$ cat src/espr_pkg.sv
`timescale 1ns / 1ps

package espr_pkg;

    // Field widths
    localparam int REQ_W      = 3;
    localparam int WAY_W      = 2;
    localparam int TIME_IN_W  = 32;
    localparam int TGT_W      = 14;
    localparam int DUTY_W     = 10;
    localparam int MEAS_W     = 27;
    localparam int POS_W      = 32;
    localparam int GAIN_W     = 16;
    localparam int EPU_W      = 4;
    localparam int TMO_W      = 8;

    localparam int TIME_WIDTH_DEF = 32;

    // Slave-side tdata layout: edge_way, edge_time, target_speed
    localparam int I_WAY_LSB  = 0;
    localparam int I_TIME_LSB = I_WAY_LSB + WAY_W;
    localparam int I_TGT_LSB  = I_TIME_LSB + TIME_IN_W;
    localparam int S_TDATA_W  = ((I_TGT_LSB + TGT_W + 7) / 8) * 8;

    // Master-side tdata layout: duty, direction_level, measured_speed, position
    localparam int O_DUTY_LSB  = 0;
    localparam int O_DIR_BIT   = O_DUTY_LSB + DUTY_W;
    localparam int O_SPEED_LSB = O_DIR_BIT + 1;
    localparam int O_POS_LSB   = O_SPEED_LSB + MEAS_W;
    localparam int O_USED_W    = O_POS_LSB + POS_W;
    localparam int M_TDATA_W   = ((O_USED_W + 7) / 8) * 8;

    // Configuration port
    localparam int CFG_IDX_W  = 3;
    localparam int CFG_DATA_W = 16;

    // Speed numerator and the serial divider/multiplier step counts
    localparam int SPEED_NUM = 60000000;
    localparam int NUM_W     = $clog2(SPEED_NUM + 1);
    localparam int MUL_STEPS = GAIN_W;
    localparam int CNT_W     = $clog2((NUM_W > MUL_STEPS) ? NUM_W : MUL_STEPS);

    // Register reset values
    localparam logic [DUTY_W-1:0] MAX_DUTY_RST = 10'd1000;
    localparam logic [GAIN_W-1:0] GAIN_RST     = 16'd14549;
    localparam logic [EPU_W-1:0]  EPU_RST      = 4'd11;
    localparam logic [TMO_W-1:0]  TMO_RST      = 8'd5;
    localparam logic              INV_RST      = 1'b1;
    localparam logic              ROT_REV_RST  = 1'b1;
    localparam logic              FWD_RST      = 1'b0;

    typedef enum logic [REQ_W-1:0] {
        REQ_EDGE   = 3'd0,
        REQ_LINEAR = 3'd1,
        REQ_ROTATE = 3'd2,
        REQ_STOP   = 3'd3,
        REQ_TICK   = 3'd4
    } t_req;

    typedef enum logic [CFG_IDX_W-1:0] {
        CFG_MAX_DUTY  = 3'd0,
        CFG_GAIN      = 3'd1,
        CFG_EPU       = 3'd2,
        CFG_TIMEOUT   = 3'd3,
        CFG_INVERT    = 3'd4,
        CFG_ROT_REV   = 3'd5,
        CFG_FWD_LEVEL = 3'd6
    } t_cfg_idx;

endpackage

$ cat src/encoder_speed_pwm_regulator.sv
`timescale 1ns / 1ps
// Encoder speed meter and PWM duty regulator for one wheel.
// Slave channel: one transaction per request. tuser carries req_type (edge,
// linear, rotate, stop, tick); tdata carries edge_way, edge_time, target_speed.
// Master channel: one transaction per request with the wheel state after it:
// duty, direction_level, measured_speed, position.
// Configuration: write i_cfg_wdata to register i_cfg_idx while i_cfg_we is
// high; only while no request is in flight.
// Timing: a request is taken in the idle cycle and goes through a sequencer.
// Stop, tick, unknown and non-wrapping edge requests go from decode straight
// to the push state. A motion command that changes the target runs a shift-add
// multiplier that walks the 16 gain bits one per cycle. An edge that completes
// a divider period runs a restoring divider (skipped when the summed time is
// zero) that retires one quotient bit per cycle over the 26 bits of the speed
// numerator. The result is offered on the master side in the same cycle that
// the slave side is ready again.
// The result lands in an output register; the next request is accepted while
// it waits, and only a second finished result waits for the receiver.
// Reset: configuration takes its defaults, all wheel state clears, no result
// is held and the slave side is ready at once.
module encoder_speed_pwm_regulator #(
    parameter int TIME_WIDTH = espr_pkg::TIME_WIDTH_DEF
) (
    input  logic                             i_clk,
    input  logic                             i_rst_n,
    input  logic                             i_cfg_we,
    input  logic [espr_pkg::CFG_IDX_W-1:0]   i_cfg_idx,
    input  logic [espr_pkg::CFG_DATA_W-1:0]  i_cfg_wdata,
    input  logic                             s_axis_tvalid,
    output logic                             s_axis_tready,
    // edge_way [1:0], edge_time [33:2], target_speed [47:34]
    input  logic [espr_pkg::S_TDATA_W-1:0]   s_axis_tdata,
    // req_type [2:0]
    input  logic [espr_pkg::REQ_W-1:0]       s_axis_tuser,
    output logic                             m_axis_tvalid,
    input  logic                             m_axis_tready,
    // duty [9:0], direction_level [10], measured_speed [37:11],
    // position [69:38], zero fill [71:70]
    output logic [espr_pkg::M_TDATA_W-1:0]   m_axis_tdata
);

    localparam int TGT_W  = espr_pkg::TGT_W;
    localparam int DUTY_W = espr_pkg::DUTY_W;
    localparam int NUM_W  = espr_pkg::NUM_W;
    localparam int MEAS_W = espr_pkg::MEAS_W;
    localparam int POS_W  = espr_pkg::POS_W;
    localparam int GAIN_W = espr_pkg::GAIN_W;
    localparam int EPU_W  = espr_pkg::EPU_W;
    localparam int TMO_W  = espr_pkg::TMO_W;
    localparam int CNT_W  = espr_pkg::CNT_W;
    localparam int PROD_W = TGT_W + GAIN_W;

    localparam logic [NUM_W-1:0] SPEED_NUM_V = NUM_W'(espr_pkg::SPEED_NUM);
    localparam logic [CNT_W-1:0] DIV_LAST    = CNT_W'(NUM_W - 1);
    localparam logic [CNT_W-1:0] MUL_LAST    = CNT_W'(espr_pkg::MUL_STEPS - 1);

    typedef enum logic [2:0] {
        ST_IDLE,
        ST_DECODE,
        ST_DIV,
        ST_APPLY,
        ST_MUL,
        ST_LOAD,
        ST_PUSH
    } t_state;

    // Configuration
    logic [DUTY_W-1:0] r_max_duty;
    logic [GAIN_W-1:0] r_gain;
    logic [EPU_W-1:0]  r_epu;
    logic [TMO_W-1:0]  r_tmo_ticks;
    logic              r_inv;
    logic              r_rot_rev;
    logic              r_fwd;

    // Wheel state
    logic [EPU_W-1:0]       r_phase;
    logic [TIME_WIDTH-1:0]  r_time_sum;
    logic [POS_W-1:0]       r_pos;
    logic [MEAS_W-1:0]      r_speed;
    logic [DUTY_W-1:0]      r_duty;
    logic [TGT_W-1:0]       r_target;
    logic                   r_dir;
    logic [TMO_W-1:0]       r_tmo_left;

    // Request held for the sequencer
    t_state                        r_st;
    espr_pkg::t_req                r_req;
    logic [espr_pkg::WAY_W-1:0]    r_way;
    logic [TIME_WIDTH-1:0]         r_time;
    logic [TGT_W-1:0]              r_spd;

    // Serial arithmetic
    logic [CNT_W-1:0]       r_cnt;
    logic [TIME_WIDTH-1:0]  r_rem;
    logic [NUM_W-1:0]       r_nq;
    logic [PROD_W-1:0]      r_prod;
    logic [TGT_W-1:0]       r_mag;
    logic                   r_up;

    // Output register
    logic                            r_m_valid;
    logic [espr_pkg::M_TDATA_W-1:0]  r_m_data;

    // Next values and helpers
    logic [EPU_W-1:0]       n_div;
    logic                   n_up;
    logic                   n_dn;
    logic [TIME_WIDTH-1:0]  n_sum;
    logic [EPU_W:0]         n_phase_inc;
    logic                   n_up_wrap;
    logic                   n_dn_wrap;
    logic                   n_upd;
    logic [EPU_W-1:0]       n_phase;
    logic [TGT_W-1:0]       n_spd_mag;
    logic [TGT_W-1:0]       n_tgt_mag;
    logic [TIME_WIDTH:0]    n_trial;
    logic [TIME_WIDTH:0]    n_diff;
    logic                   n_fits;
    logic [TIME_WIDTH-1:0]  n_rem;
    logic [TGT_W:0]         n_psum;
    logic [PROD_W-1:0]      n_prod;
    logic [TGT_W-1:0]       n_start_raw;
    logic [DUTY_W-1:0]      n_start;
    logic [NUM_W-1:0]       n_tgt_ext;
    logic [MEAS_W-1:0]      n_speed;
    logic [DUTY_W-1:0]      n_duty_out;
    logic                   n_lvl;
    logic                   n_push;
    logic [espr_pkg::M_TDATA_W-1:0] n_m_data;

    always_comb begin
        // A divider of zero counts as one
        n_div = (r_epu == '0) ? EPU_W'(1) : r_epu;

        // Edge direction: code 1 is up, codes 2 and 3 are down, 0 is no move; inversion swaps up and down
        n_up = r_inv ? r_way[1] : (r_way == 2'b01);
        n_dn = r_inv ? (r_way == 2'b01) : r_way[1];

        n_sum       = r_time_sum + r_time;
        n_phase_inc = {1'b0, r_phase} + (EPU_W + 1)'(1);
        n_up_wrap   = n_phase_inc >= {1'b0, n_div};
        n_dn_wrap   = (r_phase == '0);
        n_upd       = (n_up && n_up_wrap) || (n_dn && n_dn_wrap);

        if (n_up) begin
            n_phase = n_up_wrap ? '0 : n_phase_inc[EPU_W-1:0];
        end else if (n_dn) begin
            n_phase = n_dn_wrap ? (n_div - EPU_W'(1)) : (r_phase - EPU_W'(1));
        end else begin
            n_phase = r_phase;
        end

        n_spd_mag = r_spd[TGT_W-1] ? (TGT_W'(0) - r_spd) : r_spd;
        n_tgt_mag = r_target[TGT_W-1] ? (TGT_W'(0) - r_target) : r_target;

        // One restoring divide step: numerator bit in at the bottom of the remainder
        n_trial = {r_rem, r_nq[NUM_W-1]};
        n_diff  = n_trial - {1'b0, r_time_sum};
        n_fits  = n_trial >= {1'b0, r_time_sum};
        n_rem   = n_fits ? n_diff[TIME_WIDTH-1:0] : n_trial[TIME_WIDTH-1:0];

        // One shift-add step, gain bits consumed from the bottom
        n_psum = {1'b0, r_prod[PROD_W-1:GAIN_W]}
               + (r_prod[0] ? {1'b0, r_mag} : (TGT_W + 1)'(0));
        n_prod = {n_psum, r_prod[GAIN_W-1:1]};

        n_start_raw = r_prod[PROD_W-1:GAIN_W];
        n_start     = (n_start_raw > TGT_W'(r_max_duty)) ? r_max_duty
                                                         : n_start_raw[DUTY_W-1:0];

        n_tgt_ext = NUM_W'(n_tgt_mag);
        n_speed   = r_up ? {1'b0, r_nq} : (MEAS_W'(0) - {1'b0, r_nq});

        n_lvl = r_fwd ^ r_spd[TGT_W-1] ^ ((r_req == espr_pkg::REQ_ROTATE) && r_rot_rev);

        n_duty_out = (r_duty > r_max_duty) ? r_max_duty : r_duty;
        n_push     = (r_st == ST_PUSH) && (!r_m_valid || m_axis_tready);

        n_m_data = '0;
        n_m_data[espr_pkg::O_DUTY_LSB +: DUTY_W]  = n_duty_out;
        n_m_data[espr_pkg::O_DIR_BIT]             = r_dir;
        n_m_data[espr_pkg::O_SPEED_LSB +: MEAS_W] = r_speed;
        n_m_data[espr_pkg::O_POS_LSB +: POS_W]    = r_pos;
    end

    always_ff @(posedge i_clk) begin
        if (!i_rst_n) begin
            r_st        <= ST_IDLE;
            r_m_valid   <= 1'b0;
            r_max_duty  <= espr_pkg::MAX_DUTY_RST;
            r_gain      <= espr_pkg::GAIN_RST;
            r_epu       <= espr_pkg::EPU_RST;
            r_tmo_ticks <= espr_pkg::TMO_RST;
            r_inv       <= espr_pkg::INV_RST;
            r_rot_rev   <= espr_pkg::ROT_REV_RST;
            r_fwd       <= espr_pkg::FWD_RST;
            r_phase     <= '0;
            r_time_sum  <= '0;
            r_pos       <= '0;
            r_speed     <= '0;
            r_duty      <= '0;
            r_target    <= '0;
            r_dir       <= 1'b0;
            r_tmo_left  <= '0;
        end else begin
            if (i_cfg_we) begin
                case (espr_pkg::t_cfg_idx'(i_cfg_idx))
                    espr_pkg::CFG_MAX_DUTY:  r_max_duty  <= i_cfg_wdata[DUTY_W-1:0];
                    espr_pkg::CFG_GAIN:      r_gain      <= i_cfg_wdata[GAIN_W-1:0];
                    espr_pkg::CFG_EPU:       r_epu       <= i_cfg_wdata[EPU_W-1:0];
                    espr_pkg::CFG_TIMEOUT:   r_tmo_ticks <= i_cfg_wdata[TMO_W-1:0];
                    espr_pkg::CFG_INVERT:    r_inv       <= i_cfg_wdata[0];
                    espr_pkg::CFG_ROT_REV:   r_rot_rev   <= i_cfg_wdata[0];
                    espr_pkg::CFG_FWD_LEVEL: r_fwd       <= i_cfg_wdata[0];
                    default: ;
                endcase
            end

            // Output register: load a finished result, drop one the receiver took
            if (n_push) begin
                r_m_valid <= 1'b1;
                r_m_data  <= n_m_data;
            end else if (m_axis_tready) begin
                r_m_valid <= 1'b0;
            end

            case (r_st)
                ST_IDLE: begin
                    if (s_axis_tvalid) begin
                        r_req  <= espr_pkg::t_req'(s_axis_tuser);
                        r_way  <= s_axis_tdata[espr_pkg::I_WAY_LSB +: espr_pkg::WAY_W];
                        r_time <= s_axis_tdata[espr_pkg::I_TIME_LSB +: TIME_WIDTH];
                        r_spd  <= s_axis_tdata[espr_pkg::I_TGT_LSB +: TGT_W];
                        r_st   <= ST_DECODE;
                    end
                end
                ST_DECODE: begin
                    r_st <= ST_PUSH;
                    case (r_req)
                        espr_pkg::REQ_EDGE: begin
                            r_phase    <= n_phase;
                            r_time_sum <= n_sum;
                            r_up       <= n_up;
                            if (n_upd) begin
                                // A zero sum reads as the largest speed
                                if (n_sum == '0) begin
                                    r_nq <= SPEED_NUM_V;
                                    r_st <= ST_APPLY;
                                end else begin
                                    r_nq  <= SPEED_NUM_V;
                                    r_rem <= '0;
                                    r_cnt <= DIV_LAST;
                                    r_st  <= ST_DIV;
                                end
                            end
                        end
                        espr_pkg::REQ_LINEAR, espr_pkg::REQ_ROTATE: begin
                            r_tmo_left <= r_tmo_ticks;
                            // A command equal to the target only re-arms the timeout
                            if (r_spd != r_target) begin
                                r_mag  <= n_spd_mag;
                                r_prod <= {TGT_W'(0), r_gain};
                                r_cnt  <= MUL_LAST;
                                r_st   <= ST_MUL;
                            end
                        end
                        espr_pkg::REQ_STOP: begin
                            if (r_target != '0) begin
                                r_duty   <= '0;
                                r_target <= '0;
                                r_dir    <= r_fwd;
                            end
                        end
                        espr_pkg::REQ_TICK: begin
                            if (r_tmo_left != '0) begin
                                r_tmo_left <= r_tmo_left - TMO_W'(1);
                                // Timeout expiry acts as a stop
                                if (r_tmo_left == TMO_W'(1) && r_target != '0) begin
                                    r_duty   <= '0;
                                    r_target <= '0;
                                    r_dir    <= r_fwd;
                                end
                            end
                        end
                        default: ;
                    endcase
                end
                ST_DIV: begin
                    r_rem <= n_rem;
                    r_nq  <= {r_nq[NUM_W-2:0], n_fits};
                    r_cnt <= r_cnt - CNT_W'(1);
                    if (r_cnt == '0) begin
                        r_st <= ST_APPLY;
                    end
                end
                ST_APPLY: begin
                    r_speed    <= n_speed;
                    r_pos      <= r_up ? (r_pos + POS_W'(1)) : (r_pos - POS_W'(1));
                    r_time_sum <= '0;
                    // Step the duty one count to bring the measured speed toward the target magnitude
                    if (r_nq > n_tgt_ext) begin
                        if (r_duty != '0) begin
                            r_duty <= r_duty - DUTY_W'(1);
                        end
                    end else if (r_nq < n_tgt_ext) begin
                        if (r_duty < r_max_duty) begin
                            r_duty <= r_duty + DUTY_W'(1);
                        end
                    end
                    r_st <= ST_PUSH;
                end
                ST_MUL: begin
                    r_prod <= n_prod;
                    r_cnt  <= r_cnt - CNT_W'(1);
                    if (r_cnt == '0) begin
                        r_st <= ST_LOAD;
                    end
                end
                ST_LOAD: begin
                    r_duty   <= n_start;
                    r_target <= r_spd;
                    r_dir    <= n_lvl;
                    r_st     <= ST_PUSH;
                end
                ST_PUSH: begin
                    if (n_push) begin
                        r_st <= ST_IDLE;
                    end
                end
                default: begin
                    r_st <= ST_IDLE;
                end
            endcase
        end
    end

    assign s_axis_tready = (r_st == ST_IDLE);
    assign m_axis_tvalid = r_m_valid;
    assign m_axis_tdata  = r_m_data;

endmodule

$ cat config.mk
export PLATFORM = sky130hd
export DESIGN_NAME = encoder_speed_pwm_regulator
export DESIGN_NICKNAME = d
export VERILOG_FILES = /design/src/espr_pkg.sv /design/src/encoder_speed_pwm_regulator.sv
export SDC_FILE = /design/constraint.sdc
export NUM_CORES = 1
export LEC_CHECK = 0
export ABC_AREA = 1
export ABC_CLOCK_PERIOD_IN_PS = 5000
export BUFFER_PORTS_ARGS = -buffer_cell sky130_fd_sc_hd__buf_2
export CORE_MARGIN = 2
export CORE_UTILIZATION = 45
export CTS_CLUSTER_SIZE = 8
export DETAILED_ROUTE_END_ITERATION = 8
export MAX_ROUTING_LAYER = met4
export REMOVE_ABC_BUFFERS = 1
export SYNTH_ARGS = -nofsm -noshare
export SYNTH_HDL_FRONTEND = slang
export SYNTH_SLANG_ARGS = --single-unit
$ cat constraint.sdc
create_clock -name i_clk -period 5 [get_ports i_clk]
set_input_delay 1 -clock i_clk [delete_from_list [all_inputs] [get_ports i_clk]]
set_output_delay 1 -clock i_clk [all_outputs]
set_load 0.03 [all_outputs]
==> results of run 1 <==
-- report_power, final --
group	leakage, nW	switching [mW]	total, mW	internal (mW)
Sequential	3.45	0.351	4.35	4.00
Combinational	8.27	2.39	3.59	1.19
Clock	0.772	1.44	3.56	2.11
Total	12.5	4.19	11.5	7.31
-- metrics by stage --
| step | total power [mW] | TNS [ns] | instance area, um^2 | std cells | hold WS, ns |
|---|---|---|---|---|---|
| 2_1_floorplan | 6.93 | 0 | 24400 | 3122 | 0.403 |
| 3_3_place_gp | 7.87 | 0 | 26100 | 3977 | 0.410 |
| 3_5_place_dp | 7.94 | 0 | 26100 | 3977 | 0.416 |
| 4_1_cts | 11.6 | 0 | 27700 | 4083 | 0.427 |
| 5_1_grt | 12.3 | -0.0349 | 27800 | 4085 | 0.444 |
| 6_report | 11.5 | 0 | 27800 | 4085 | 0.427 |
-- cells in the final DEF, fill, tap and decap left out, types with 6 or more instances in the layout --
cell type	instances
a21o_1	11
dfxtp_1	173
nand3b_1	7
nand3_1	136
nor2_1	318
inv_2	32
nand4_1	42
nor4_1	9
inv_1	439
ha_1	163
a21boi_1	6
xor2_1	61
xnor2_1	31
nor3_2	9
o21ai_2	20
a21oi_1	200
nor2_4	6
clkbuf_1	46
o21ai_0	146
o211ai_1	19
a22oi_1	15
o21bai_1	9
buf_2	145
o21ai_1	68
clkbuf_16	56
or2_2	8
edfxtp_1	229
a21oi_2	23
a31oi_1	21
nand2_1	779
nor3_1	34
buf_4	16
a211oi_1	8
o31ai_1	6
nand2_2	10
o221ai_1	18
-- per-layer routing --
| metal | share of wire [%] | up-vias | global-route usage, % |
|---|---|---|---|
| met5 | 0 | - | - |
| met2 | 45 | 519 | 38.3 |
| met3 | 5.2 | 105 | 3.10 |
| met1 | 47 | 9849 | 32.9 |
| met4 | 2.4 | 0 | 6.74 |
| li1 | - | 10900 | - |
-- state kept, by name, indices dropped and copies added (netlist names), 4 cells and up --
name          cells
r_gain           16
r_pos            32
r_epu             4
r_tmo_left        8
r_time           32
r_cnt             5
r_nq             26
r_duty           10
r_prod           30
r_spd            14
r_phase           4
r_time_sum       32
r_speed          27
r_max_duty       10
m_axis_tdata     70
r_rem            32
r_mag            14
r_target         14
r_tmo_ticks       8
-- Yosys cell counts (all sizes together) (2+ instances only) --
| cell type | instances | area, um^2 |
|---|---|---|
| nand2 | 789 | 2980 |
| inv | 471 | 1770 |
| nor2 | 329 | 1270 |
| o21ai | 234 | 1250 |
| edfxtp | 229 | 6880 |
| a21oi | 223 | 1190 |
| dfxtp | 173 | 3460 |
| ha | 163 | 2040 |
| nand3 | 138 | 701 |
| xor2 | 61 | 534 |
| clkbuf | 46 | 176 |
| nor3 | 44 | 255 |
| nand4 | 42 | 263 |
| xnor2 | 31 | 272 |
| a31oi | 21 | 131 |
| buf | 21 | 161 |
| o211ai | 20 | 155 |
| o221ai | 18 | 158 |
| a22oi | 16 | 125 |
| a21o | 11 | 82.6 |
| or2 | 11 | 68.8 |
| a21boi | 10 | 75.1 |
| nor4 | 10 | 62.6 |
| o21bai | 9 | 67.6 |
| a211oi | 8 | 60.1 |
| nand3b | 7 | 52.6 |
| clkinv | 6 | 22.5 |
| o31ai | 6 | 45.0 |
| a221oi | 5 | 43.8 |
| and2 | 5 | 31.3 |
| fa | 5 | 100 |
| o22ai | 5 | 31.3 |
| o32ai | 4 | 35.0 |
| nor3b | 3 | 22.5 |
| o21a | 3 | 22.5 |
| a311o | 2 | 20.0 |
| a31o | 2 | 17.5 |
| a32o | 2 | 20.0 |
-- what timing repair did --
| action | in CTS | in global routing |
|---|---|---|
| setup buffers | 0 | 2 |
| endpoints found under the setup margin | 0 | 6 |
| gates resized for setup | 0 | 9 |
-- worst reg2reg max path, cell delays in order, from the launching register on --
cell,delay (ns)
dfxtp_1,0.36
nor3_2,0.23
nand2_1,0.07
nor2_1,0.09
inv_1,0.06
nor3_1,0.21
nor3b_2,0.25
nand2_1,0.09
or4_1,0.43
ha_1,0.31
a21o_1,0.19
nor4_1,0.25
nand2_1,0.15
nand2_2,0.13
clkinvlp_4,0.14
buf_4,0.19
ha_1,0.36
nand2_1,0.12
a21oi_1,0.05
a211oi_1,0.17
o211ai_1,0.13
a21oi_1,0.20
nand3_1,0.10
nand2_1,0.08
nor2_1,0.05
nor2_1,0.09
nor2_1,0.05
-- logic make-up after synthesis --
logic type	share of synthesized area, %
flops	41.9
compound gates	14.4
other cells	0.0152
fa+ha+maj	8.67
buf+inv	8.62
xor+xnor	3.26
simple gates	23.2
-- worst paths after layout --
| check | endpoint | cells after the start | startpoint |
|---|---|---|---|
| max reg2reg | r_duty[9] | 26 | r_target[0] |
| min reg2reg | m_axis_tdata[15] | 0 | r_speed[4] |
| max | r_duty[9] | 26 | r_target[0] |
| min | m_axis_tdata[15] | 0 | r_speed[4] |
-- layout make-up --
class	count	area, um^2	area share, %
Multi-Input combinational cell	2243	12300	44.2
Sequential cell	402	10300	37.2
Inverter	477	1790	6.46
Clock buffer	103	1590	5.72
Tap cell	696	871	3.14
Timing Repair Buffer	161	846	3.05
Clock inverter	3	47.5	0.171
==> impl_results.md, run 1 <==
* Clk Latency, worst-skew pair at around 0.61 ns
* Final period util at between 90 and 100%
* Worst relative slew slack at roughly 17%
* Cts hold-fix bufs at 0
* CP endpoint kind: flop
* Post-synth ARST share at 0%
* Top Ports at 149
* Pwr Density at 414 nW/um^2
* CTS tree: yes
* # H-tree levels at 2
* Core area at approximately 54000 um^2
* Starting Density at a little under half
* Clk sinks at between 400 and 500
* Setup WS pre-CTS at 0.148 ns
* Final setup viols at 0
* ANT nets after route at 0
* Hold Fails Final Rpt at 0
* Instance count of the mapped netlist at 3188
* GPL Wtd Cong at slightly above 0.9
* Largest net degree at the start of global routing at 83
* Setup Skew at 0.0124 ns
* Worst endpoint data arrival time at 5.14 ns
* Row Count at 85
* Most used DFF post-synth: edfxtp_1
* IO buf count at between 100 and 150
* CTS Buf Count at between 50 and 60
* F_max at ~220 MHz
* Remaining DRCs at 0
* Dpl hpwl at 51.0 mm
* Crit path kind: reg -> reg
* Final setup margin at 0.359 ns
* Fillcell total at about 5.2k
* Avg Inst Size Synth at ~7.7 um^2
* Reg clk slew, reported paths at 0.05 ns
* Tmin final at between 4 and 5 ns
* Clock Tree Buf Depth at 3
* Yosys cell types at a little over 60
* Flip-flop and latch count after synthesis at about 400
* Slowest stage cell on the critical path: or4_1
* Max-slew violations at 0
* Layout cells sized above 1 at between 10 and 15%
* Synthesized area at 24700 um^2
* Worst EP required at around 5.5 ns
* Hold Crit Class: reg -> reg
* Fin util at about half
* Largest fanout on the critical path at 7
* Die area at between 50000 and 60000 um^2
* Flop2flop setup slack at 0.36 ns
* Vias in the first global route at 20.2k
* Critical path's largest stage delay at ~0.43 ns
* DRT Pass-1 Iters at 6
* Warnings from Yosys at 0
* Worst-Margin Slew at 1.23 ns
* DRT Wirelength at between 60 and 70 mm
* Peak supply drop at slightly above 0.3 mV
* Initial DRC count at 1487
* Top cell family by delay on the critical path: simple AND/OR/NAND/NOR gates
* Most frequent CP cell: nand2_1
* Die X at ~240 um
* Global route overflow at 0
* Area grow syn2layout at 12.5%
* Leak Pwr at between 10 and 15 nW
* DR vias at about 21k
* Vias per inst at roughly 5.2
* Initial antenna violation count at 1
* Max-Cap Viols at 0
* Ant diodes at 0
* Register area share after synthesis at between 40% and 50%
* First-pass GRT wire length at approximately 110 mm
* EDFF count, synth at around 230
* Crit path buf inv count at 3
* Critical Path Start Type: flop
* Status: finished, final reports clean
* Clock root cell: clkbuf_16
* Layout Nets at 3584
* Gr usage total at roughly a quarter
* Die height at between 200 and 250 um
* Drt wl/cell at between 15 and 20 um
No activity file was read; power rests on OpenSTA's default activity.
==> run 2, diff against run 1 <==
--- a/config.mk
+++ b/config.mk
@@ -8,12 +8,14 @@
 export ABC_AREA = 1
 export ABC_CLOCK_PERIOD_IN_PS = 5000
 export BUFFER_PORTS_ARGS = -buffer_cell sky130_fd_sc_hd__buf_2
+export CORE_ASPECT_RATIO = 1.4
 export CORE_MARGIN = 2
 export CORE_UTILIZATION = 45
 export CTS_CLUSTER_SIZE = 8
 export DETAILED_ROUTE_END_ITERATION = 8
 export MAX_ROUTING_LAYER = met4
 export REMOVE_ABC_BUFFERS = 1
+export SETUP_SLACK_MARGIN = 0.05
 export SYNTH_ARGS = -nofsm -noshare
 export SYNTH_HDL_FRONTEND = slang
 export SYNTH_SLANG_ARGS = --single-unit
==> run 2 against run 1 <==
  * Total power up 0.17%
  * Utilization down 0.12 points
  * Sequential power about the same
  * Sequential cell count unchanged
  * Non-clock buffer count up 4
  * Largest cell class unchanged
==> impl_results.md, run 2 (same netlist as run 1, synthesis figures left out) <==
* Sequential share of power at 37.9% (about the same)
* Largest net degree at the start of global routing at 73 (was 83)
* Crit path kind: reg -> reg (unchanged)
* Vias per inst at 5.27 (was 5.24)
* Leak Pwr at 12.5 nW (about the same)
* Die height at 281 um (was 238 um)
* Global route overflow at 0 (unchanged)
* GPL Wtd Cong at 0.979 (was 0.933)
* Ant diodes at 0 (unchanged)
* Clk Latency, worst-skew pair at 0.60 ns (was 0.61 ns)
* Max reg flops at 70 (unchanged)
* CP endpoint kind: flop (unchanged)
* Peak supply drop at 0.269 mV (was 0.310 mV)
* CTS tree: yes (unchanged)
* Largest fanout on the critical path at 10 (was 7)
* Initial antenna violation count at 0 (was 1)
* Tmin final at 4.55 ns (was 4.64 ns)
* Remaining DRCs at 0 (unchanged)
* Worst-Margin Slew at 1.12 ns (was 1.23 ns)
* Starting Density at 45.5% (was 45.7%)
* Most common cell after layout, fill and taps aside: nand2_1 (unchanged)
* Top Ports at 149 (unchanged)
* Reg clk slew, reported paths at 0.05 ns (about the same)
* Switching power at 4.21 mW (was 4.19 mW)
* Layout Nets at 3588 (was 3584)
* Area grow syn2layout at 12.6% (was 12.5%)
* Status: finished, final reports clean (unchanged)
* Final setup viols at 0 (unchanged)
* Setup Skew at 0.0151 ns (was 0.0124 ns)
* Setup Fix Bufs, Post-CTS at 0 (unchanged)
* DR vias at 21.7k (was 21.4k)
* Commonest cells after routing, fill and taps aside: nand2_1 (779), inv_1 (439), nor2_1 (318), edfxtp_1 (229), a21oi_1 (201) (was nand2_1 (779), inv_1 (439), nor2_1 (318), edfxtp_1 (229), a21oi_1 (200))
* Clk sinks at 402 (unchanged)
* Clock network power share at 30.9% (was 31.0%)
* Fillcell total at 5336 (was 5248)
* Vias in the first global route at 21.7k (was 20.2k)
* Die X at 202 um (was 238 um)
* Initial DRC count at 1146 (was 1487)
* Core area at 54200 um^2 (was 54000 um^2)
* First-pass GRT wire length at 115 mm (was 108 mm)
* Drt wl/cell at 17.8 um (was 16.5 um)
* Pwr Density at 414 nW/um^2 (about the same)
* Hold Crit Class: reg -> reg (unchanged)
* Sw Share at 36.6% (was 36.4%)
* Final period util at 91.0% (was 92.8%)
* Max-slew violations at 0 (unchanged)
* Dpl hpwl at 56.2 mm (was 51.0 mm)
* # H-tree levels at 2 (unchanged)
* Fin util at 51.3% (was 51.4%)
* Max-Cap Viols at 0 (unchanged)
* Die area at 56800 um^2 (about the same)
* Gr usage total at 26.5% (was 24.3%)
* Overall Power at 11.5 mW (about the same)
* Int Pwr at 7.31 mW (about the same)
* CTS Buf Count at 56 (unchanged)
* Worst relative slew slack at 24.8% (was 17.4%)
* ANT nets after route at 0 (unchanged)
* Min Hold Slack at 0.423 ns (was 0.427 ns)
* DRT Pass-1 Iters at 7 (was 6)
* Unrepaired setup endpoints after global routing: false
* Hold Fails Final Rpt at 0 (unchanged)
* Logic gate share of total power at 31.2% (about the same)
* Worst EP required at 5.48 ns (was 5.50 ns)
* F_max at 220 MHz (was 215 MHz)
* Critical Path Start Type: flop (unchanged)
* Worst endpoint data arrival time at 5.03 ns (was 5.14 ns)
* Cell Area, Placed at 26200 um^2 (was 26100 um^2)
* Setup TNS at 0 ns (unchanged)
* Row Count at 101 (was 85)
* IO buf count at 146 (unchanged)
* DRT Wirelength at 73.2 mm (was 67.2 mm)
* Post-route cell area at 27800 um^2 (about the same)
* Layout cells sized above 1 at 10.2% (about the same)
* Clock Tree Buf Depth at 3 (unchanged)
* Clock root cell: clkbuf_16 (unchanged)
==> run 2: final cells by class <==
class | instances | area (um^2) | share of cell area [%]
inverters | 477 | 1790 | 6.44
flip-flops and latches | 402 | 10300 | 37.2
multi-input cells | 2243 | 12300 | 44.2
clock inverters | 3 | 22.5 | 0.0810
clock buffers | 101 | 1590 | 5.72
repair buffers | 165 | 876 | 3.15
well taps | 721 | 902 | 3.24
==> run 2: path summary, 6_finish.rpt <==
| kind | from | endpoint | slack [ns] | cells after the start |
|---|---|---|---|---|
| worst min-delay path | r_speed[12] | m_axis_tdata[23] | 0.42 | 0 |
| worst max register to register | r_target[0] | r_duty[7] | 0.45 | 26 |
| worst min register to register | r_speed[12] | m_axis_tdata[23] | 0.42 | 0 |
| worst max-delay path | r_target[0] | r_duty[7] | 0.45 | 26 |
==> run 2: what timing repair did <==
item,in CTS,in global routing
hold buffers,0,0
setup endpoints to repair,0,6
gates resized for setup,0,7
==> run 2: metrics by stage <==
stage               instances  setup slack (ns)
CTS                      4112            0.0540
floorplan                3122             0.229
global route             4112            0.0522
detailed placement       4008            0.0768
global placement         4008             0.193
finish                   4112             0.450
==> run 2: power by group through the flow <==
stage | clock network, mW | logic (mW) | registers, mW
after CTS | 3.64 | 3.59 | 4.37
after global placement | 0 | 3.51 | 4.42
after floorplan | 0 | 2.63 | 4.30
after detailed placement | 0 | 3.56 | 4.43
after global routing | 3.78 | 4.07 | 4.40
final | 3.56 | 3.59 | 4.37
==> run 2: metal layers <==
layer	track usage (%)	vias up	part of all wire, %
li1	-	10900	-
met4	15.2	0	6.1
met5	-	-	0
met3	3.19	200	3.8
met1	27.3	10000	38
met2	48.7	513	52
==> run 2: critical path, cell delays in order, from the launching register on <==
cell and delay [ns]:
dfxtp_1 0.35, nor3_2 0.23, nand2_1 0.07, nor2_1 0.08, inv_1 0.07, nor3_2 0.12, nor3b_2 0.21, nand2_1 0.08
or4_1 0.43, ha_1 0.32, nand2_1 0.09, nor4_1 0.32, nand4_1 0.21, nand2_2 0.16, inv_2 0.11, ha_1 0.35
nand2_1 0.11, nand3_1 0.12, nand2_1 0.09, nand2_1 0.05, a21oi_1 0.23, nor2_1 0.07, nor2_1 0.11, xor2_1 0.15
o21ai_0 0.09, o21ai_1 0.15, nor2_1 0.06
